### src/rtl/lfpd_pkg.sv
// Shared types, widths, reset values and codes for the line follower PD mixer.
// No dependencies; every other file of the block imports this package.
package lfpd_pkg;

  // Fixed-point format and sensor array
  localparam int unsigned POS_FRAC_BITS = 8;
  localparam int unsigned SAMPLE_BITS   = 12;
  localparam int unsigned NUM_SENSORS   = 6;

  // Configuration register widths
  localparam int unsigned THRESH_W   = 12;
  localparam int unsigned GAIN_W     = 10;
  localparam int unsigned SETPOINT_W = 11;
  localparam int unsigned LIMIT_W    = 10;
  localparam int unsigned SPEED_W    = 10;
  localparam int unsigned CFG_DATA_W = 12;
  localparam int unsigned CFG_IDX_W  = 3;

  // Datapath widths
  localparam int unsigned WSUM_W     = 5;   // sum of weights 1..6
  localparam int unsigned COUNT_W    = 3;   // number of sensors that see the line
  localparam int unsigned DIVIDEND_W = WSUM_W + POS_FRAC_BITS;
  localparam int unsigned DIV_CNT_W  = $clog2(DIVIDEND_W);
  localparam int unsigned POS_W      = 11;
  localparam int unsigned ERR_W      = 12;
  localparam int unsigned DIFF_W     = ERR_W + 1;
  localparam int unsigned PROD_W     = 24;
  localparam int unsigned ACC_W      = 24;
  localparam int unsigned CTL_W      = LIMIT_W + POS_FRAC_BITS + 1;
  localparam int unsigned MIX_W      = CTL_W + 1;
  localparam int unsigned DUTY_W     = 10;

  // Reset values of the configuration registers
  localparam logic [THRESH_W-1:0]   THRESH_RST   = THRESH_W'(3000);
  localparam logic [GAIN_W-1:0]     KP_RST       = GAIN_W'(225);
  localparam logic [GAIN_W-1:0]     KD_RST       = GAIN_W'(225);
  localparam logic [SETPOINT_W-1:0] SETPOINT_RST = SETPOINT_W'(896);
  localparam logic [LIMIT_W-1:0]    LIMIT_RST    = LIMIT_W'(500);
  localparam logic [SPEED_W-1:0]    SPEED_RST    = SPEED_W'(250);

  // Configuration register indexes
  typedef enum logic [CFG_IDX_W-1:0] {
    CFG_THRESHOLD = 3'd0,
    CFG_KP_GAIN   = 3'd1,
    CFG_KD_GAIN   = 3'd2,
    CFG_SETPOINT  = 3'd3,
    CFG_LIMIT     = 3'd4,
    CFG_BASE      = 3'd5
  } cfg_idx_e;

  // Controller states, one-hot
  typedef enum logic [8:0] {
    ST_IDLE   = 9'b000000001,
    ST_START  = 9'b000000010,
    ST_DIVIDE = 9'b000000100,
    ST_ERR    = 9'b000001000,
    ST_PROD_P = 9'b000010000,
    ST_PROD_D = 9'b000100000,
    ST_SUM    = 9'b001000000,
    ST_CLAMP  = 9'b010000000,
    ST_MIX    = 9'b100000000
  } state_e;

  // Input item
  typedef struct packed {
    logic [SAMPLE_BITS-1:0] sample_one;
    logic [SAMPLE_BITS-1:0] sample_two;
    logic [SAMPLE_BITS-1:0] sample_three;
    logic [SAMPLE_BITS-1:0] sample_four;
    logic [SAMPLE_BITS-1:0] sample_five;
    logic [SAMPLE_BITS-1:0] sample_six;
  } in_t;

  // Result item
  typedef struct packed {
    logic              left_reverse;
    logic [DUTY_W-1:0] left_duty;
    logic              right_reverse;
    logic [DUTY_W-1:0] right_duty;
    logic              line_lost;
    logic [POS_W-1:0]  position;
  } out_t;

  // Controller to datapath commands
  typedef struct packed {
    logic load;
    logic div_start;
    logic pos_hold;
    logic pos_take;
    logic err_calc;
    logic prod_p;
    logic prod_d;
    logic sum;
    logic clamp;
    logic commit;
  } cmd_t;

  // Datapath to controller status
  typedef struct packed {
    logic lost;
    logic div_done;
    logic out_free;
  } status_t;

endpackage

### src/rtl/lfpd_div.sv
// Iterative restoring divider for the line position: one quotient bit a cycle.
// Depends on lfpd_pkg for widths.
module lfpd_div import lfpd_pkg::*; (
  input  logic                  clk_i,
  input  logic                  rst_ni,
  input  logic                  start_i,
  input  logic [DIVIDEND_W-1:0] dividend_i,
  input  logic [COUNT_W-1:0]    divisor_i,
  output logic                  done_o,
  output logic [DIVIDEND_W-1:0] quotient_o
);

  logic                  busy_q, done_q;
  logic [DIV_CNT_W-1:0]  cnt_q;
  logic [DIVIDEND_W-1:0] num_q;
  logic [COUNT_W-1:0]    rem_q;
  logic [COUNT_W:0]      trial;
  logic [COUNT_W:0]      trial_sub;
  logic                  fits;

  // Shift the next dividend bit into the partial remainder and try the subtract
  assign trial     = {rem_q, num_q[DIVIDEND_W-1]};
  assign trial_sub = trial - {1'b0, divisor_i};
  assign fits      = (trial >= {1'b0, divisor_i});

  // Step counter and handshake flags
  always_ff @(posedge clk_i or negedge rst_ni) begin
    if (!rst_ni) begin
      busy_q <= 1'b0;
      done_q <= 1'b0;
      cnt_q  <= '0;
    end else begin
      done_q <= 1'b0;
      if (start_i) begin
        busy_q <= 1'b1;
        cnt_q  <= DIV_CNT_W'(DIVIDEND_W - 1);
      end else if (busy_q) begin
        if (cnt_q == '0) begin
          busy_q <= 1'b0;
          done_q <= 1'b1;
        end else begin
          cnt_q <= cnt_q - 1'b1;
        end
      end
    end
  end

  // Quotient bits replace dividend bits as they are consumed
  always_ff @(posedge clk_i) begin
    if (start_i) begin
      num_q <= dividend_i;
      rem_q <= '0;
    end else if (busy_q) begin
      num_q <= {num_q[DIVIDEND_W-2:0], fits};
      rem_q <= fits ? trial_sub[COUNT_W-1:0] : trial[COUNT_W-1:0];
    end
  end

  assign done_o     = done_q;
  assign quotient_o = num_q;

endmodule

### src/rtl/lfpd_ctrl.sv
// Sequencing state machine of the line follower PD mixer.
// Depends on lfpd_pkg for the state enum and the command and status structs.
module lfpd_ctrl import lfpd_pkg::*; (
  input  logic    clk_i,
  input  logic    rst_ni,
  input  logic    in_valid_i,
  output logic    in_ready_o,
  input  status_t status_i,
  output cmd_t    cmd_o
);

  state_e state_q, state_d;

  assign in_ready_o = (state_q == ST_IDLE);

  // Next state and commands
  always_comb begin
    state_d = state_q;
    cmd_o   = '0;
    unique case (state_q)
      ST_IDLE: begin
        if (in_valid_i) begin
          cmd_o.load = 1'b1;
          state_d    = ST_START;
        end
      end
      ST_START: begin
        if (status_i.lost) begin
          cmd_o.pos_hold = 1'b1;
          state_d        = ST_ERR;
        end else begin
          cmd_o.div_start = 1'b1;
          state_d         = ST_DIVIDE;
        end
      end
      ST_DIVIDE: begin
        if (status_i.div_done) begin
          cmd_o.pos_take = 1'b1;
          state_d        = ST_ERR;
        end
      end
      ST_ERR: begin
        cmd_o.err_calc = 1'b1;
        state_d        = ST_PROD_P;
      end
      ST_PROD_P: begin
        cmd_o.prod_p = 1'b1;
        state_d      = ST_PROD_D;
      end
      ST_PROD_D: begin
        cmd_o.prod_d = 1'b1;
        state_d      = ST_SUM;
      end
      ST_SUM: begin
        cmd_o.sum = 1'b1;
        state_d   = ST_CLAMP;
      end
      ST_CLAMP: begin
        cmd_o.clamp = 1'b1;
        state_d     = ST_MIX;
      end
      ST_MIX: begin
        // hold until the result register is free
        if (status_i.out_free) begin
          cmd_o.commit = 1'b1;
          state_d      = ST_IDLE;
        end
      end
      default: state_d = ST_IDLE;
    endcase
  end

  always_ff @(posedge clk_i or negedge rst_ni) begin
    if (!rst_ni) begin
      state_q <= ST_IDLE;
    end else begin
      state_q <= state_d;
    end
  end

endmodule

### src/rtl/lfpd_datapath.sv
// Datapath of the line follower PD mixer: configuration, position, PD term,
// clamp, motor mixing and result register. Depends on lfpd_pkg and lfpd_div.
module lfpd_datapath import lfpd_pkg::*; (
  input  logic                  clk_i,
  input  logic                  rst_ni,
  input  logic                  cfg_we_i,
  input  logic [CFG_IDX_W-1:0]  cfg_idx_i,
  input  logic [CFG_DATA_W-1:0] cfg_data_i,
  input  in_t                   in_data_i,
  input  cmd_t                  cmd_i,
  output status_t               status_o,
  output logic                  out_valid_o,
  input  logic                  out_ready_i,
  output out_t                  out_data_o
);

  localparam int unsigned LIM_PAD  = ACC_W - LIMIT_W - POS_FRAC_BITS;
  localparam int unsigned BASE_PAD = MIX_W - SPEED_W - POS_FRAC_BITS;

  // Configuration registers
  logic [THRESH_W-1:0]   thresh_q;
  logic [GAIN_W-1:0]     kp_q, kd_q;
  logic [SETPOINT_W-1:0] setpoint_q;
  logic [LIMIT_W-1:0]    limit_q;
  logic [SPEED_W-1:0]    base_q;

  // Item registers
  logic [WSUM_W-1:0]        wsum_q;
  logic [COUNT_W-1:0]       count_q;
  logic                     lost_q;
  logic [POS_W-1:0]         pos_q, prev_pos_q;
  logic signed [ERR_W-1:0]  err_q, prev_err_q;
  logic signed [DIFF_W-1:0] diff_q;
  logic signed [PROD_W-1:0] prod_q;
  logic signed [ACC_W-1:0]  acc_q;
  logic signed [CTL_W-1:0]  ctl_q;
  out_t                     out_q;
  logic                     out_valid_q;

  // Combinational terms
  logic [SAMPLE_BITS-1:0]   samples [NUM_SENSORS];
  logic [WSUM_W-1:0]        wsum_d;
  logic [COUNT_W-1:0]       count_d;
  logic                     div_done;
  logic [DIVIDEND_W-1:0]    quotient;
  logic signed [ERR_W:0]    err_full;
  logic signed [DIFF_W-1:0] diff_d;
  logic [GAIN_W-1:0]        mul_a;
  logic signed [DIFF_W-1:0] mul_b;
  logic signed [PROD_W-1:0] mul_p;
  logic signed [ACC_W-1:0]  lim_s;
  logic signed [ACC_W-1:0]  ctl_d;
  logic signed [MIX_W-1:0]  c_s, b_s, l_mag, r_mag;
  logic                     l_rev, r_rev;

  // Configuration writes; indexes beyond the list are dropped
  always_ff @(posedge clk_i or negedge rst_ni) begin
    if (!rst_ni) begin
      thresh_q   <= THRESH_RST;
      kp_q       <= KP_RST;
      kd_q       <= KD_RST;
      setpoint_q <= SETPOINT_RST;
      limit_q    <= LIMIT_RST;
      base_q     <= SPEED_RST;
    end else if (cfg_we_i) begin
      unique case (cfg_idx_i)
        CFG_THRESHOLD: thresh_q   <= cfg_data_i[THRESH_W-1:0];
        CFG_KP_GAIN:   kp_q       <= cfg_data_i[GAIN_W-1:0];
        CFG_KD_GAIN:   kd_q       <= cfg_data_i[GAIN_W-1:0];
        CFG_SETPOINT:  setpoint_q <= cfg_data_i[SETPOINT_W-1:0];
        CFG_LIMIT:     limit_q    <= cfg_data_i[LIMIT_W-1:0];
        CFG_BASE:      base_q     <= cfg_data_i[SPEED_W-1:0];
        default: ;
      endcase
    end
  end

  // Threshold the samples and form the weighted sum and the count
  assign samples[0] = in_data_i.sample_one;
  assign samples[1] = in_data_i.sample_two;
  assign samples[2] = in_data_i.sample_three;
  assign samples[3] = in_data_i.sample_four;
  assign samples[4] = in_data_i.sample_five;
  assign samples[5] = in_data_i.sample_six;

  always_comb begin
    wsum_d  = '0;
    count_d = '0;
    for (int i = 0; i < NUM_SENSORS; i++) begin
      if (samples[i] > thresh_q) begin
        wsum_d  = wsum_d + WSUM_W'(i + 1);
        count_d = count_d + 1'b1;
      end
    end
  end

  // Weighted mean by iterative division
  lfpd_div u_div (
    .clk_i      (clk_i),
    .rst_ni     (rst_ni),
    .start_i    (cmd_i.div_start),
    .dividend_i ({wsum_q, {POS_FRAC_BITS{1'b0}}}),
    .divisor_i  (count_q),
    .done_o     (div_done),
    .quotient_o (quotient)
  );

  // Error, difference and one shared multiplier
  assign err_full = $signed({2'b00, setpoint_q}) - $signed({2'b00, pos_q});
  assign diff_d   = {err_q[ERR_W-1], err_q} - {prev_err_q[ERR_W-1], prev_err_q};
  assign mul_a    = cmd_i.prod_d ? kd_q : kp_q;
  assign mul_b    = cmd_i.prod_d ? diff_q : {err_q[ERR_W-1], err_q};
  assign mul_p    = $signed({1'b0, mul_a}) * mul_b;

  // Clamp to plus or minus the limit
  assign lim_s = $signed({{LIM_PAD{1'b0}}, limit_q, {POS_FRAC_BITS{1'b0}}});
  always_comb begin
    if (acc_q > lim_s) begin
      ctl_d = lim_s;
    end else if (acc_q < -lim_s) begin
      ctl_d = -lim_s;
    end else begin
      ctl_d = acc_q;
    end
  end

  // Mix the control around the base speed
  assign c_s = {ctl_q[CTL_W-1], ctl_q};
  assign b_s = $signed({{BASE_PAD{1'b0}}, base_q, {POS_FRAC_BITS{1'b0}}});
  always_comb begin
    l_rev = 1'b0;
    r_rev = 1'b0;
    if (c_s > 0) begin
      r_mag = b_s;
      if (c_s > b_s) begin
        l_rev = 1'b1;
        l_mag = c_s - b_s;
      end else begin
        l_mag = b_s - c_s;
      end
    end else begin
      l_mag = b_s;
      if (c_s < -b_s) begin
        r_rev = 1'b1;
        r_mag = -(c_s + b_s);
      end else begin
        r_mag = b_s + c_s;
      end
    end
  end

  // Item pipeline registers
  always_ff @(posedge clk_i) begin
    if (cmd_i.load) begin
      wsum_q  <= wsum_d;
      count_q <= count_d;
      lost_q  <= (count_d == '0);
    end
    if (cmd_i.pos_hold) begin
      pos_q <= prev_pos_q;
    end else if (cmd_i.pos_take) begin
      pos_q <= quotient[POS_W-1:0];
    end
    if (cmd_i.err_calc) begin
      err_q <= err_full[ERR_W-1:0];
    end
    if (cmd_i.prod_p) begin
      diff_q <= diff_d;
    end
    if (cmd_i.prod_p || cmd_i.prod_d) begin
      prod_q <= mul_p;
    end
    if (cmd_i.prod_d) begin
      acc_q <= prod_q;
    end else if (cmd_i.sum) begin
      acc_q <= acc_q + prod_q;
    end
    if (cmd_i.clamp) begin
      ctl_q <= ctl_d[CTL_W-1:0];
    end
    if (cmd_i.commit) begin
      out_q.left_reverse  <= l_rev;
      out_q.left_duty     <= l_mag[POS_FRAC_BITS +: DUTY_W];
      out_q.right_reverse <= r_rev;
      out_q.right_duty    <= r_mag[POS_FRAC_BITS +: DUTY_W];
      out_q.line_lost     <= lost_q;
      out_q.position      <= pos_q;
    end
  end

  // Carried state and result valid
  always_ff @(posedge clk_i or negedge rst_ni) begin
    if (!rst_ni) begin
      prev_pos_q  <= '0;
      prev_err_q  <= '0;
      out_valid_q <= 1'b0;
    end else begin
      if (cmd_i.commit) begin
        prev_pos_q  <= pos_q;
        prev_err_q  <= err_q;
        out_valid_q <= 1'b1;
      end else if (out_ready_i) begin
        out_valid_q <= 1'b0;
      end
    end
  end

  assign status_o.lost     = lost_q;
  assign status_o.div_done = div_done;
  assign status_o.out_free = !out_valid_q || out_ready_i;
  assign out_valid_o       = out_valid_q;
  assign out_data_o        = out_q;

endmodule

### src/rtl/line_follower_pd_motor_mixer.sv
// Line follower PD controller with differential-drive motor mixing.
// Top level: joins lfpd_ctrl and lfpd_datapath; depends on lfpd_pkg.
//
// Use: each input item carries six 12-bit reflectance samples of one control
// tick; each accepted item gives exactly one result item with the direction
// and duty of both motors, the line-lost flag and the position used.
// Both channels are valid/ready. Configuration is a plain write port
// (cfg_we_i, cfg_idx_i, cfg_data_i), taken at once; write it only while idle.
// Sequence: with the line seen the item is loaded, the 13-step bit-serial
// divider forms the weighted mean, and then the error, the P and D products
// of one shared multiplier, their sum, the clamp and the mix follow. With
// the line lost the divider is skipped and the previous position is held.
// One item is worked on at a time, and the next is taken as soon as the
// result is stored.
// Stall: a finished result waits in the output register; the next item is
// still accepted and worked on, and holds in its last step until the
// receiver takes the earlier result.
// Reset: configuration returns to its defaults, previous position and error
// clear to zero, and no result is pending.
module line_follower_pd_motor_mixer import lfpd_pkg::*; (
  input  logic                  clk_i,
  input  logic                  rst_ni,
  input  logic                  cfg_we_i,
  input  logic [CFG_IDX_W-1:0]  cfg_idx_i,
  input  logic [CFG_DATA_W-1:0] cfg_data_i,
  input  logic                  in_valid_i,
  output logic                  in_ready_o,
  input  in_t                   in_data_i,
  output logic                  out_valid_o,
  input  logic                  out_ready_i,
  output out_t                  out_data_o
);

  cmd_t    cmd;
  status_t status;

  lfpd_ctrl u_ctrl (
    .clk_i      (clk_i),
    .rst_ni     (rst_ni),
    .in_valid_i (in_valid_i),
    .in_ready_o (in_ready_o),
    .status_i   (status),
    .cmd_o      (cmd)
  );

  lfpd_datapath u_datapath (
    .clk_i       (clk_i),
    .rst_ni      (rst_ni),
    .cfg_we_i    (cfg_we_i),
    .cfg_idx_i   (cfg_idx_i),
    .cfg_data_i  (cfg_data_i),
    .in_data_i   (in_data_i),
    .cmd_i       (cmd),
    .status_o    (status),
    .out_valid_o (out_valid_o),
    .out_ready_i (out_ready_i),
    .out_data_o  (out_data_o)
  );

  // A result is only stored when the output register is free
  assert property (@(posedge clk_i) disable iff (!rst_ni)
    cmd.commit |-> status.out_free)
    else $error("result stored over a pending item");

  // A stored result shows valid in the next cycle
  assert property (@(posedge clk_i) disable iff (!rst_ni)
    cmd.commit |=> out_valid_o)
    else $error("stored result not presented");

  // An accepted item closes the input until it is finished
  assert property (@(posedge clk_i) disable iff (!rst_ni)
    (in_valid_i && in_ready_o) |=> !in_ready_o)
    else $error("input taken twice in a row");

  // The divider never runs for a lost line
  assert property (@(posedge clk_i) disable iff (!rst_ni)
    cmd.div_start |-> !status.lost)
    else $error("divide started with no sensor set");

endmodule
### config.mk
export PLATFORM = sky130hd
export DESIGN_NAME = line_follower_pd_motor_mixer
export DESIGN_NICKNAME = d
export VERILOG_FILES = /design/src/rtl/lfpd_pkg.sv /design/src/rtl/lfpd_div.sv /design/src/rtl/lfpd_ctrl.sv /design/src/rtl/lfpd_datapath.sv /design/src/rtl/line_follower_pd_motor_mixer.sv
export SDC_FILE = /design/constraint.sdc
export NUM_CORES = 1
export LEC_CHECK = 0
export ABC_AREA = 1
export ABC_CLOCK_PERIOD_IN_PS = 5700
export BUFFER_PORTS_ARGS = -buffer_cell sky130_fd_sc_hd__buf_2
export CELL_PAD_IN_SITES_DETAIL_PLACEMENT = 0
export CELL_PAD_IN_SITES_GLOBAL_PLACEMENT = 1
export CORE_UTILIZATION = 43
export DETAILED_ROUTE_END_ITERATION = 10
export GPL_TIMING_DRIVEN = 0
export PLACE_DENSITY_LB_ADDON = 0.1
export SYNTH_ARGS = -nofsm -noshare
export SYNTH_HDL_FRONTEND = slang
export SYNTH_SLANG_ARGS = --single-unit
### constraint.sdc
create_clock -name clk_i -period 5.7 [get_ports clk_i]
set_input_delay 0.57 -clock clk_i [delete_from_list [all_inputs] [get_ports clk_i]]
set_output_delay 0.57 -clock clk_i [all_outputs]
set_load 0.02 [all_outputs]
==> results.py, run 1 <==
metrics = {
    "synth": {
        "yosys.cell_count.top_type": "sky130_fd_sc_hd__nand2_1",
        "synthTopCellsByArea": "sky130_fd_sc_hd__edfxtp_1 (20%), sky130_fd_sc_hd__ha_1 (14%), sky130_fd_sc_hd__fa_1 (11%)",
        "synth.top_cell.area_share_pct": 19.75,
        "synth_top_cell_by_area": "sky130_fd_sc_hd__edfxtp_1",
        "ys_seq_elements": 264,
        "post_synth_num_cell_types": 62,
        "synth_edf_count": 151,
        "synthesis.yosys.warnings": 0,
        "post_synth_instance_area_um2": 22960,
        "syn_nets": 3256,
        "post_synth_inst_count": 2783,
        "synth-async-reset-ratio_pct": 38.64,
        "synth_flop_cell": "sky130_fd_sc_hd__edfxtp_1",
        "synth.top_cells.by_count": "sky130_fd_sc_hd__nand2_1 (580), sky130_fd_sc_hd__inv_1 (480), sky130_fd_sc_hd__nor2_1 (273)",
        "avgSynthCellArea_um2": 8.251,
        "share_of_the_yosys_chip_area_belonging_to_registers_pct": 31.99,
    },
    "global_route": {
        "number_of_global_route_vias_before_repair": 19056,
        "initial_antenna_violation_count": 2,
        "grt_first_pass_wirelength_um": 100700,
        "grt_start_max_net_pins": 56,
        "global_route.usage.total_pct": 23.59,
        "globalRouteOverflowTotal": 0,
    },
    "routing": {
        "detail_route.wl_per_cell_um": 16.81,
        "ant_nets": 0,
        "dr.pass1.iters": 5,
        "viasPerCell": 5.037,
        "drc_violations_left": 0,
        "num_vias": 19074,
        "wirelength_um": 63670,
        "drtIter0Drc": 979,
    },
    "power_and_ir_drop": {
        "power.density_cell_area_nw_per_um2": 580.5,
        "max-vdd-ir-drop_mv": 0.7402,
        "total_leakage_power_nw": 13.59,
        "report.power.total_mw": 16.12,
    },
    "critical_path": {
        "critPathMaxFanout": 7,
        "start_kind": "flop",
        "worst-endpoint-required_ns": 6.00,
        "timing.critical_path.arrival_ns": 6.41,
        "crit_path_end_kind": "flop",
        "timing_worst_setup_path_type": "flop to flop",
    },
    "timing": {
        "count_of_endpoints_failing_setup_in_the_final_report": 11,
        "period_needed_ns": 6.110,
        "finClkSkew_ns": 0.06043,
        "tightestPinTransition_ns": 1.191,
        "setup_repair_after_global_routing_missed_its_margin": "yes",
        "final_min_period_over_clock_period_pct": 107.2,
        "layout_setup_ws_ns": -0.4105,
        "timing.max_slew.rel_slack_pct": 20.32,
        "max_freq_mhz": 163.7,
        "fin_worst_hold_slack_ns": 0.2292,
        "timing.final.hold_violations": 0,
        "final_max_slew_viol_count": 0,
    },
    "die": {
        "chipWidth_um": 233.1,
        "floorplan.io_pins": 128,
        "coreArea_um2": 52660,
        "dieArea_um2": 54330,
        "row_count": 84,
        "die_h_um": 233.1,
        "start_util_pct": 43.61,
    },
    "clock_network": {
        "cts.clk_slew.worst_paths_ns": 0.06,
        "tritoncts.num_buffers": 30,
        "clock_tree.buffer_depth": 3,
        "ctsRootBufferMaster": "sky130_fd_sc_hd__clkbuf_16",
        "tritoncts_num_sinks": 264,
        "tritoncts": "yes",
        "cts_htree_levels": 1,
        "clk-insertion-delay-late_ns": 0.61,
    },
    "final_layout": {
        "drive_above_1_share_pct": 20.94,
        "area_delta_synth_final_pct": 20.96,
        "fin_area_um2": 27780,
        "layout.cells.non_filler": 3787,
        "nNetsFinal": 3548,
        "insertedDiodeCount": 0,
        "finalCoreUtilization_pct": 52.75,
    },
    "placed_design": {
        "place_congestion": 0.9144,
        "port_buffers": 127,
        "placed_cells": 3602,
        "detailed_place.area_um2": 24700,
        "dp.final_hpwl_um": 49760,
    },
    "job": {
        "timing.max_cap.violations": 0,
    },
    "outcome": {
        "outcome": "complete, but fails checks",
        "violated_checks": "negative setup slack",
    },
    "hold_path": {
        "hold_class": "primary input to flop",
    },
}
cell type report:
class                      count  area [um^2]
buffer                        45        300.3
clock buffer                  45        867.1
clock inverter                11        166.4
fill                        4968        24880
inverter                     516         1968
multi-input combinational   1958        14450
sequential                   264         7346
tap                          688        860.8
timing repair buffer         260         1814
metrics by stage:
step           TNS [ns]  setup slack [ns]
2_1_floorplan  -0.02610          -0.02610
3_3_place_gp     -8.166           -0.8382
3_5_place_dp     -8.586           -0.8804
4_1_cts          -1.900           -0.3007
5_1_grt          -4.688           -0.5976
6_report         -2.374           -0.4105
worst paths after layout:
| check | slack (ns) | depth (start not counted) | startpoint | to |
|---|---|---|---|---|
| setup / recovery | -0.41 | 27 | u_ctrl.state_q[0]$_DFFE_PN1P_ | u_datapath.prod_q[21]$_DFFE_PP_ |
| hold / removal | 0.23 | 3 | cfg_data_i[11] | u_datapath.thresh_q[11]$_DFFE_PN1P_ |
| setup reg to reg | -0.41 | 27 | u_ctrl.state_q[0]$_DFFE_PN1P_ | u_datapath.prod_q[21]$_DFFE_PP_ |
| hold reg to reg | 0.45 | 0 | u_datapath.pos_q[4]$_DFFE_PP_ | u_datapath.out_data_o[4]$_DFFE_PP_ |
| max in group asynchronous | 4.36 | 3 | rst_ni | u_datapath.limit_q[7]$_DFFE_PN1P_ |
| min in group asynchronous | 0.52 | 2 | rst_ni | u_datapath.prev_err_q[4]$_DFFE_PN0P_ |
registers in the layout (all words and copies together), names as in the netlist, 3 cells and up:
name and cells:
u_ctrl.state_q 9, u_datapath.u_div.rem_q 3, u_datapath.thresh_q 12, u_datapath.u_div.quotient_o 13, u_datapath.prod_q 24, u_datapath.pos_q 11
u_datapath.kd_q 10, u_datapath.u_div.cnt_q 4, u_datapath.out_data_o 34, u_datapath.err_q 12, u_datapath.setpoint_q 11, u_datapath.base_q 10
u_datapath.kp_q 10, u_datapath.count_q 3, u_datapath.diff_q 13, u_datapath.wsum_q 5, u_datapath.acc_q 24, u_datapath.limit_q 10
u_datapath.ctl_q 19, u_datapath.prev_err_q 12, u_datapath.prev_pos_q 11
logic make-up (layout without fill, tap and decap cells):
group                      Yosys count  in the layout  share of synthesized area, %
AOI/OAI and AO/OA                  410            410                         10.05
xor gates and xnor gates           105            105                         4.119
adders and majority gates          381            381                         24.91
buffers and inverters              561            877                         9.443
DFF                                264            264                         31.99
and+or+nand+nor                   1062           1062                         19.48
layer usage:
layer,routed length [um],vias up,global-route usage [%]
met5,0,-,0
li1,-,9520,-
met2,30210,362,40.31
met3,2803,77,2.991
met4,1106,0,4.596
met1,29550,9115,31.99
what timing repair did:
| action | 4_1_cts | 5_1_grt |
|---|---|---|
| hold buffers | 1 | 0 |
| buffers inserted | 78 | 51 |
| pin swaps | 78 | 88 |
| hold endpoints to repair | 25 | 0 |
| cloned | 3 | 0 |
| endpoints found under the setup margin | 16 | 15 |
| resized for setup | 148 | 147 |
worst max-delay path, cell delays in order, from the launching register on:
cell	delay, ns
sky130_fd_sc_hd__dfstp_2	0.56
sky130_fd_sc_hd__nor2_4	0.05
sky130_fd_sc_hd__nand2_4	0.09
sky130_fd_sc_hd__nor3_4	0.05
sky130_fd_sc_hd__nand2_4	0.15
sky130_fd_sc_hd__buf_12	0.14
sky130_fd_sc_hd__buf_4	0.17
sky130_fd_sc_hd__buf_4	0.13
sky130_fd_sc_hd__nor2_1	0.05
sky130_fd_sc_hd__nor2_4	0.26
sky130_fd_sc_hd__nand2_2	0.09
sky130_fd_sc_hd__fa_1	0.52
sky130_fd_sc_hd__inv_1	0.05
sky130_fd_sc_hd__fa_2	0.57
sky130_fd_sc_hd__fa_1	0.46
sky130_fd_sc_hd__fa_1	0.50
sky130_fd_sc_hd__inv_1	0.05
sky130_fd_sc_hd__fa_1	0.54
sky130_fd_sc_hd__inv_2	0.04
sky130_fd_sc_hd__ha_4	0.28
sky130_fd_sc_hd__nand2_4	0.06
sky130_fd_sc_hd__nor2_4	0.09
sky130_fd_sc_hd__nand4_1	0.16
sky130_fd_sc_hd__nor2_1	0.15
sky130_fd_sc_hd__nor2_1	0.08
sky130_fd_sc_hd__o21bai_1	0.21
sky130_fd_sc_hd__a31oi_1	0.14
sky130_fd_sc_hd__xor2_1	0.16
layout by cell type (no fill, tap or decap), types with 13 or more instances in the layout:
master and n:
sky130_fd_sc_hd__nand2_1 548, sky130_fd_sc_hd__inv_1 441, sky130_fd_sc_hd__ha_1 231, sky130_fd_sc_hd__nor2_1 228
sky130_fd_sc_hd__o21ai_0 158, sky130_fd_sc_hd__edfxtp_1 151, sky130_fd_sc_hd__buf_2 135, sky130_fd_sc_hd__a21oi_1 116
sky130_fd_sc_hd__fa_1 111, sky130_fd_sc_hd__buf_4 101, sky130_fd_sc_hd__nand3_1 83, sky130_fd_sc_hd__xor2_1 72
sky130_fd_sc_hd__dfrtp_1 71, sky130_fd_sc_hd__inv_2 64, sky130_fd_sc_hd__nor2_4 38, sky130_fd_sc_hd__nor2_2 34
sky130_fd_sc_hd__nand2_2 33, sky130_fd_sc_hd__buf_6 33, sky130_fd_sc_hd__clkbuf_1 31, sky130_fd_sc_hd__dfstp_2 31
sky130_fd_sc_hd__nand4_1 30, sky130_fd_sc_hd__clkbuf_16 30, sky130_fd_sc_hd__xnor2_1 28, sky130_fd_sc_hd__o21ai_1 23
sky130_fd_sc_hd__ha_4 21, sky130_fd_sc_hd__nor3_1 17, sky130_fd_sc_hd__fa_2 16, sky130_fd_sc_hd__o21ai_2 15
sky130_fd_sc_hd__a31oi_1 14, sky130_fd_sc_hd__nand2_4 13
report_power, final:
group	leakage (nW)	switching (mW)	total, mW	internal (mW)
combinational	10.4	6.17	11.2	5.07
sequential	2.67	0.201	2.86	2.66
clock	0.505	0.835	2.03	1.19
total	13.6	7.21	16.1	8.92
Note: power is estimated with default switching activity, not from simulation.
==> run 2: changes to the inputs <==
--- a/config.mk
+++ b/config.mk
@@ -14,6 +14,7 @@
 export DETAILED_ROUTE_END_ITERATION = 10
 export GPL_TIMING_DRIVEN = 0
 export PLACE_DENSITY_LB_ADDON = 0.1
+export REMOVE_ABC_BUFFERS = 1
 export SYNTH_ARGS = -nofsm -noshare
 export SYNTH_HDL_FRONTEND = slang
 export SYNTH_SLANG_ARGS = --single-unit
==> run 2 against run 1 <==
The run still ends with negative setup slack left. Cell count down 1.2%. Power down 4.0%. Register-to-register slack better by 0.09 ns. Routed wire length down 1.3%. Hold slack worse by 0.020 ns. Core utilization down 0.82 points. Via count down 1.6%. Largest power group unchanged. First-iteration DRC count up 13%. Setup slack better by 0.088 ns. Clock skew down 0.049 ns.
==> results.py, run 2 (same netlist as run 1, synthesis figures left out) <==
metrics = {
    "outcome": {
        "outcome": "complete, but fails checks",
        "violated_checks": "negative setup slack",
    },
    "placed_design": {
        "dp.final_hpwl_um": 47780,
        "place_congestion": 0.8812,
        "port_buffers": 127,
        "detailed_place.area_um2": 24310,
        "placed_cells": 3557,
    },
    "timing": {
        "max_freq_mhz": 166.0,
        "count_of_endpoints_failing_setup_in_the_final_report": 12,
        "timing.final.hold_violations": 0,
        "final_min_period_over_clock_period_pct": 105.7,
        "period_needed_ns": 6.022,
        "layout_setup_ws_ns": -0.3224,
        "finClkSkew_ns": 0.01185,
        "timing.setup.tns_ns": -1.866,
        "tightestPinTransition_ns": 1.227,
        "timing.max_slew.rel_slack_pct": 17.87,
        "setup_repair_after_global_routing_missed_its_margin": "yes",
        "final_max_slew_viol_count": 0,
    },
    "routing": {
        "wirelength_um": 62870,
        "num_vias": 18771,
        "detail_route.wl_per_cell_um": 16.81,
        "viasPerCell": 5.019,
        "drc_violations_left": 0,
        "ant_nets": 0,
        "drtIter0Drc": 1110,
        "dr.pass1.iters": 5,
    },
    "die": {
        "dieArea_um2": 54330,
        "die_h_um": 233.1,
        "coreArea_um2": 52660,
        "row_count": 84,
        "floorplan.io_pins": 128,
        "chipWidth_um": 233.1,
        "start_util_pct": 43.61,
    },
    "clock_network": {
        "ctsRootBufferMaster": "sky130_fd_sc_hd__clkbuf_16",
        "tritoncts.num_buffers": 31,
        "cts.clk_slew.worst_paths_ns": 0.06,
        "tritoncts": "yes",
        "clock_tree.buffer_depth": 3,
        "cts_htree_levels": 1,
        "tritoncts_num_sinks": 264,
        "clk-insertion-delay-late_ns": 0.60,
    },
    "global_route": {
        "number_of_global_route_vias_before_repair": 18712,
        "global_route.usage.total_pct": 23.66,
        "initial_antenna_violation_count": 2,
        "globalRouteOverflowTotal": 0,
        "grt_first_pass_wirelength_um": 100600,
        "grt_start_max_net_pins": 68,
    },
    "power_and_ir_drop": {
        "power.density_cell_area_nw_per_um2": 566.0,
        "total_leakage_power_nw": 13.34,
        "max-vdd-ir-drop_mv": 0.6403,
    },
    "critical_path": {
        "critPathLaunch": "u_ctrl.state_q[6]$_DFFE_PN0P_",
        "critPathMaxFanout": 5,
        "r2r.worst_path.cells": 26,
        "timing.critical_path.arrival_ns": 6.36,
        "crit_path_end_kind": "flop",
        "crit-reg2reg-capture": "u_datapath.prod_q[22]$_DFFE_PP_",
        "start_kind": "flop",
        "rr_startpoint": "u_ctrl.state_q[6]$_DFFE_PN0P_",
        "timing_worst_setup_path_type": "flop to flop",
        "worst_setup_path_endpoint": "u_datapath.prod_q[22]$_DFFE_PP_",
        "ff2ff_setup_slack_ns": -0.32,
        "worst-endpoint-required_ns": 6.04,
    },
    "hold_path": {
        "hold_class": "primary input to flop",
    },
    "final_layout": {
        "drive_above_1_share_pct": 19.90,
        "sequential_cell_area_um2": 7347,
        "nNetsFinal": 3498,
        "layout.cells.non_filler": 3740,
        "final_cell_mix": "sky130_fd_sc_hd__nand2_1 (552), sky130_fd_sc_hd__inv_1 (444), sky130_fd_sc_hd__ha_1 (234)",
        "largest_reg_flops": 34,
        "final_common_cell": "sky130_fd_sc_hd__nand2_1",
        "fin_area_um2": 27350,
        "layout.filler_cells": 4925,
        "multi_input_comb_area_um2": 14370,
        "area_delta_synth_final_pct": 19.08,
    },
    "job": {
        "timing.max_cap.violations": 0,
    },
}
## run 2: cell count changes in the layout (fill, tap and decap cells not counted), sizes merged
cell	change
clkinv	+6
inv	-2
clkbuf	-26
nand2	+3
buf	-34
clkinvlp	+4
diode	+2
## run 2: worst max-delay path: stages, from the launching register on
cell and delay (ns):
sky130_fd_sc_hd__dfrtp_1 0.41, sky130_fd_sc_hd__nor2_4 0.19, sky130_fd_sc_hd__inv_4 0.07, sky130_fd_sc_hd__nor3_4 0.19
sky130_fd_sc_hd__buf_6 0.16, sky130_fd_sc_hd__nand2_8 0.12, sky130_fd_sc_hd__buf_6 0.16, sky130_fd_sc_hd__nor2_4 0.09
sky130_fd_sc_hd__nor2_4 0.06, sky130_fd_sc_hd__inv_2 0.08, sky130_fd_sc_hd__nor2_4 0.05, sky130_fd_sc_hd__fa_2 0.60
sky130_fd_sc_hd__inv_2 0.07, sky130_fd_sc_hd__fa_2 0.60, sky130_fd_sc_hd__inv_2 0.05, sky130_fd_sc_hd__fa_1 0.55
sky130_fd_sc_hd__inv_2 0.04, sky130_fd_sc_hd__fa_1 0.48, sky130_fd_sc_hd__fa_1 0.59, sky130_fd_sc_hd__inv_2 0.07
sky130_fd_sc_hd__ha_4 0.30, sky130_fd_sc_hd__inv_4 0.05, sky130_fd_sc_hd__nor3_4 0.18, sky130_fd_sc_hd__nor3b_4 0.22
sky130_fd_sc_hd__nand4_1 0.12, sky130_fd_sc_hd__nand3_1 0.18, sky130_fd_sc_hd__xor2_1 0.08
## run 2: routing by layer
layer	track usage [%]	up-vias	share of wire (%)	routed length [um]
met5	0	-	0	0
met4	5.617	0	2.2	1393
met3	2.502	90	4.4	2753
met2	39.92	387	47	29680
met1	32.44	8880	46	29040
li1	-	9414	-	-
## run 2: what timing repair did
action / CTS / global route
hold buffers: 1 / 0
gates cloned: 6 / 0
endpoints found under the hold margin: 24 / 0
gates resized for setup: 231 / 49
setup endpoints to repair: 20 / 14
setup buffers: 93 / 23
pin swaps: 128 / 49
## run 2: area by class of cell
class | instances | area share (%)
multi-input cells | 1961 | 52.56
repair inverters | 3 | 0.1418
diodes | 2 | 0.01830
flip-flops and latches | 264 | 26.87
well taps | 688 | 3.148
inverters | 516 | 7.257
clock inverters | 16 | 0.6223
repair buffers | 248 | 6.328
clock buffers | 42 | 3.061
## run 2: worst min-delay path by stage
stage          depth (start not counted)                                  end  slack [ns]                            from
2_1_floorplan                          0        u_ctrl.state_q[1]$_DFFE_PN0P_        0.27                          rst_ni
3_5_place_dp                           0  u_datapath.out_data_o[10]$_DFFE_PP_        0.44  u_datapath.pos_q[10]$_DFFE_PP_
6_report                               3  u_datapath.thresh_q[11]$_DFFE_PN1P_        0.21                  cfg_data_i[11]
5_1_grt                                3  u_datapath.thresh_q[11]$_DFFE_PN1P_        0.20                  cfg_data_i[11]
4_1_cts                                3  u_datapath.thresh_q[11]$_DFFE_PN1P_        0.17                  cfg_data_i[11]
3_3_place_gp                           0   u_datapath.out_data_o[5]$_DFFE_PP_        0.44   u_datapath.pos_q[5]$_DFFE_PP_
## run 2: report_power, final
| group | switching [mW] | internal (mW) | total [mW] |
|---|---|---|---|
| Combinational | 5.99 | 4.65 | 10.6 |
| Clock | 0.823 | 1.16 | 1.99 |
| Sequential | 0.196 | 2.66 | 2.85 |
## run 2: stage by stage
step | total power, mW | worst slack (ns) | utilization, % | hold slack (ns)
finish | 15.48 | -0.3224 | 51.93 | 0.2089
CTS | 14.84 | -0.2568 | 51.24 | 0.1729
global placement | 9.973 | -2.672 | 46.02 | 0.4377
detailed placement | 10.06 | -2.719 | 46.17 | 0.4382
global route | 16.81 | -0.5103 | 51.92 | 0.2035
floorplan | 8.257 | -0.7923 | - | 0.2744
==> run 3: changes to the inputs <==
--- a/config.mk
+++ b/config.mk
@@ -6,14 +6,14 @@
 export NUM_CORES = 1
 export LEC_CHECK = 0
 export ABC_AREA = 1
-export ABC_CLOCK_PERIOD_IN_PS = 5700
+export ABC_CLOCK_PERIOD_IN_PS = 6600
 export BUFFER_PORTS_ARGS = -buffer_cell sky130_fd_sc_hd__buf_2
 export CELL_PAD_IN_SITES_DETAIL_PLACEMENT = 0
 export CELL_PAD_IN_SITES_GLOBAL_PLACEMENT = 1
-export CORE_UTILIZATION = 43
+export CORE_UTILIZATION = 45
 export DETAILED_ROUTE_END_ITERATION = 10
 export GPL_TIMING_DRIVEN = 0
-export PLACE_DENSITY_LB_ADDON = 0.1
+export PLACE_DENSITY_LB_ADDON = 0.3
 export REMOVE_ABC_BUFFERS = 1
 export SYNTH_ARGS = -nofsm -noshare
 export SYNTH_HDL_FRONTEND = slang
==> constraint.sdc (replaced) <==
create_clock -name clk_i -period 6.6 [get_ports clk_i]
set_input_delay 0.66 -clock clk_i [delete_from_list [all_inputs] [get_ports clk_i]]
set_output_delay 0.66 -clock clk_i [all_outputs]
set_load 0.02 [all_outputs]
==> run 3 against run 2 <==
The run now ends clean. Hold slack improved by 0.062 ns. Sequential cell count did not move. Global-route usage decreased by 0.49 points. Sequential power is 13% lower. Routed wire length decreased by 5.1%. Clock power is 20% lower. Combinational power shrank 39%. Maximum frequency decreased by 5.3%. Core utilization fell by 0.98 points. Largest cell class unchanged.
==> results.py, run 3 (same netlist as run 1, synthesis figures left out) <==
metrics = {
    "outcome": {
        "outcome": "finished clean",
    },
    "power_and_ir_drop": {
        "power.density_cell_area_nw_per_um2": 410.6,
        "max-vdd-ir-drop_mv": 0.3514,
        "total_leakage_power_nw": 12.70,
    },
    "timing": {
        "final_max_slew_viol_count": 0,
        "period_needed_ns": 6.360,
        "layout_setup_ws_ns": 0.2398,
        "final_min_period_over_clock_period_pct": 96.37,
        "timing.final.hold_violations": 0,
        "count_of_endpoints_failing_setup_in_the_final_report": 0,
        "timing.max_slew.rel_slack_pct": 21.78,
        "tightestPinTransition_ns": 1.169,
        "timing.setup.tns_ns": 0,
        "finClkSkew_ns": 0.04556,
        "max_freq_mhz": 157.2,
    },
    "routing": {
        "ant_nets": 0,
        "drc_violations_left": 0,
        "dr.pass1.iters": 6,
        "drtIter0Drc": 1051,
        "viasPerCell": 5.104,
        "detail_route.wl_per_cell_um": 16.45,
        "wirelength_um": 59640,
        "num_vias": 18503,
    },
    "clock_network": {
        "tritoncts.num_buffers": 30,
        "tritoncts_num_sinks": 264,
        "tritoncts": "yes",
        "clk-insertion-delay-late_ns": 0.61,
        "cts_htree_levels": 1,
        "ctsRootBufferMaster": "sky130_fd_sc_hd__clkbuf_16",
        "cts.clk_slew.worst_paths_ns": 0.06,
        "clock_tree.buffer_depth": 3,
    },
    "job": {
        "timing.max_cap.violations": 0,
    },
    "final_layout": {
        "area_delta_synth_final_pct": 11.54,
        "final_common_cell": "sky130_fd_sc_hd__nand2_1",
        "largest_reg_flops": 34,
        "nNetsFinal": 3398,
        "drive_above_1_share_pct": 11.83,
        "final_cell_mix": "sky130_fd_sc_hd__nand2_1 (580), sky130_fd_sc_hd__inv_1 (480), sky130_fd_sc_hd__nor2_1 (263)",
        "finalCoreUtilization_pct": 50.95,
        "fin_area_um2": 25610,
    },
    "die": {
        "die_h_um": 227.9,
        "dieArea_um2": 51940,
        "row_count": 82,
        "start_util_pct": 45.68,
        "coreArea_um2": 50270,
        "chipWidth_um": 227.9,
        "floorplan.io_pins": 128,
    },
    "placed_design": {
        "detailed_place.area_um2": 24290,
        "dp.final_hpwl_um": 46920,
        "port_buffers": 127,
        "place_congestion": 0.8999,
        "dp_slack_ns": -1.623,
    },
    "hold_path": {
        "hold_class": "primary input to flop",
        "worst_hold_path.num_cells": 3,
    },
    "global_route": {
        "grt_first_pass_wirelength_um": 96820,
        "number_of_global_route_vias_before_repair": 18605,
        "grt_start_max_net_pins": 71,
        "global_route.usage.total_pct": 23.17,
        "initial_antenna_violation_count": 6,
        "globalRouteOverflowTotal": 0,
    },
    "critical_path": {
        "crit_path_end_kind": "flop",
        "start_kind": "flop",
        "r2r.worst_path.cells": 25,
        "worst-endpoint-required_ns": 6.92,
        "timing_worst_setup_path_type": "flop to flop",
        "timing.critical_path.arrival_ns": 6.68,
        "critPathMaxFanout": 10,
    },
}
[run 3: changes by cell type in the layout (fill, tap and decap cells not counted), sizes merged]
cell,change
buf,-94
bufinv,-2
clkbuf,-2
clkinv,+3
clkinvlp,-3
diode,+2
inv,-1
nand2,-2
[run 3: repair_timing]
action	4_1_cts	5_1_grt
pin swaps	5	10
setup endpoints to repair	18	9
endpoints found under the hold margin	9	0
gates cloned	1	0
buffers inserted	8	14
resized for setup	26	19
hold buffers	1	0
[run 3: through the flow]
stage | hold WS (ns) | power, mW | instances
final | 0.2712 | 10.52 | 3625
after global routing | 0.3116 | 11.63 | 3623
after CTS | 0.2439 | 10.36 | 3607
after detailed placement | 0.4426 | 8.656 | 3541
after global placement | 0.4427 | 8.518 | 3537
after floorplan | 0.3644 | 7.131 | 2738
[run 3: worst paths after layout]
check                                                    from                              endpoint  slack, ns
worst max-delay path            u_ctrl.state_q[2]$_DFFE_PN0P_       u_datapath.prod_q[22]$_DFFE_PP_       0.24
worst min-delay path                           cfg_data_i[11]   u_datapath.thresh_q[11]$_DFFE_PN1P_       0.27
worst min register to register  u_datapath.pos_q[5]$_DFFE_PP_    u_datapath.out_data_o[5]$_DFFE_PP_       0.46
max in group asynchronous                              rst_ni     u_datapath.limit_q[6]$_DFFE_PN1P_       5.27
worst max register to register  u_ctrl.state_q[2]$_DFFE_PN0P_       u_datapath.prod_q[22]$_DFFE_PP_       0.24
min in group asynchronous                              rst_ni  u_datapath.prev_err_q[5]$_DFFE_PN0P_       0.55
[run 3: area by class of cell]
type / instances / area, um^2
tap: 672 / 840.8
antenna: 4 / 10.01
clock inverter: 16 / 132.6
multi-input combinational: 1959 / 13630
inverter: 516 / 1967
sequential: 264 / 7346
fill: 4798 / 24660
timing repair buffer: 154 / 895.9
clock buffer: 40 / 788.3
[run 3: metal layers]
layer / share of wire (%) / up-vias / track usage, %
li1: - / 9235 / -
met2: 48 / 357 / 40.56
met3: 4.3 / 70 / 2.175
met5: 0 / - / 0
met1: 46 / 8841 / 31.05
met4: 1.8 / 0 / 4.992
[run 3: power breakdown]
group	internal, mW	leakage, nW	total, mW	switching (mW)
combinational	2.49	9.58	6.46	3.97
clock	0.880	0.445	1.59	0.708
sequential	2.29	2.67	2.47	0.174
total	5.67	12.7	10.5	4.85
[run 3: critical path: stages, from the launching register on]
cell                      delay (ns)
sky130_fd_sc_hd__dfrtp_1        0.44
sky130_fd_sc_hd__nor2_4         0.16
sky130_fd_sc_hd__nand2_4        0.11
sky130_fd_sc_hd__nor3_4         0.23
sky130_fd_sc_hd__nand2_8        0.16
sky130_fd_sc_hd__buf_12         0.18
sky130_fd_sc_hd__nor2_1         0.16
sky130_fd_sc_hd__nor2_4         0.11
sky130_fd_sc_hd__inv_2          0.10
sky130_fd_sc_hd__nor2_1         0.07
sky130_fd_sc_hd__fa_2           0.63
sky130_fd_sc_hd__inv_1          0.10
sky130_fd_sc_hd__fa_1           0.55
sky130_fd_sc_hd__inv_1          0.06
sky130_fd_sc_hd__fa_1           0.50
sky130_fd_sc_hd__fa_1           0.54
sky130_fd_sc_hd__inv_1          0.06
sky130_fd_sc_hd__fa_1           0.55
sky130_fd_sc_hd__inv_1          0.06
sky130_fd_sc_hd__ha_2           0.37
sky130_fd_sc_hd__nand2_1        0.15
sky130_fd_sc_hd__nor3_2         0.19
sky130_fd_sc_hd__nor3b_2        0.22
sky130_fd_sc_hd__nand4_1        0.12
sky130_fd_sc_hd__nand3_1        0.15
sky130_fd_sc_hd__xor2_1         0.07
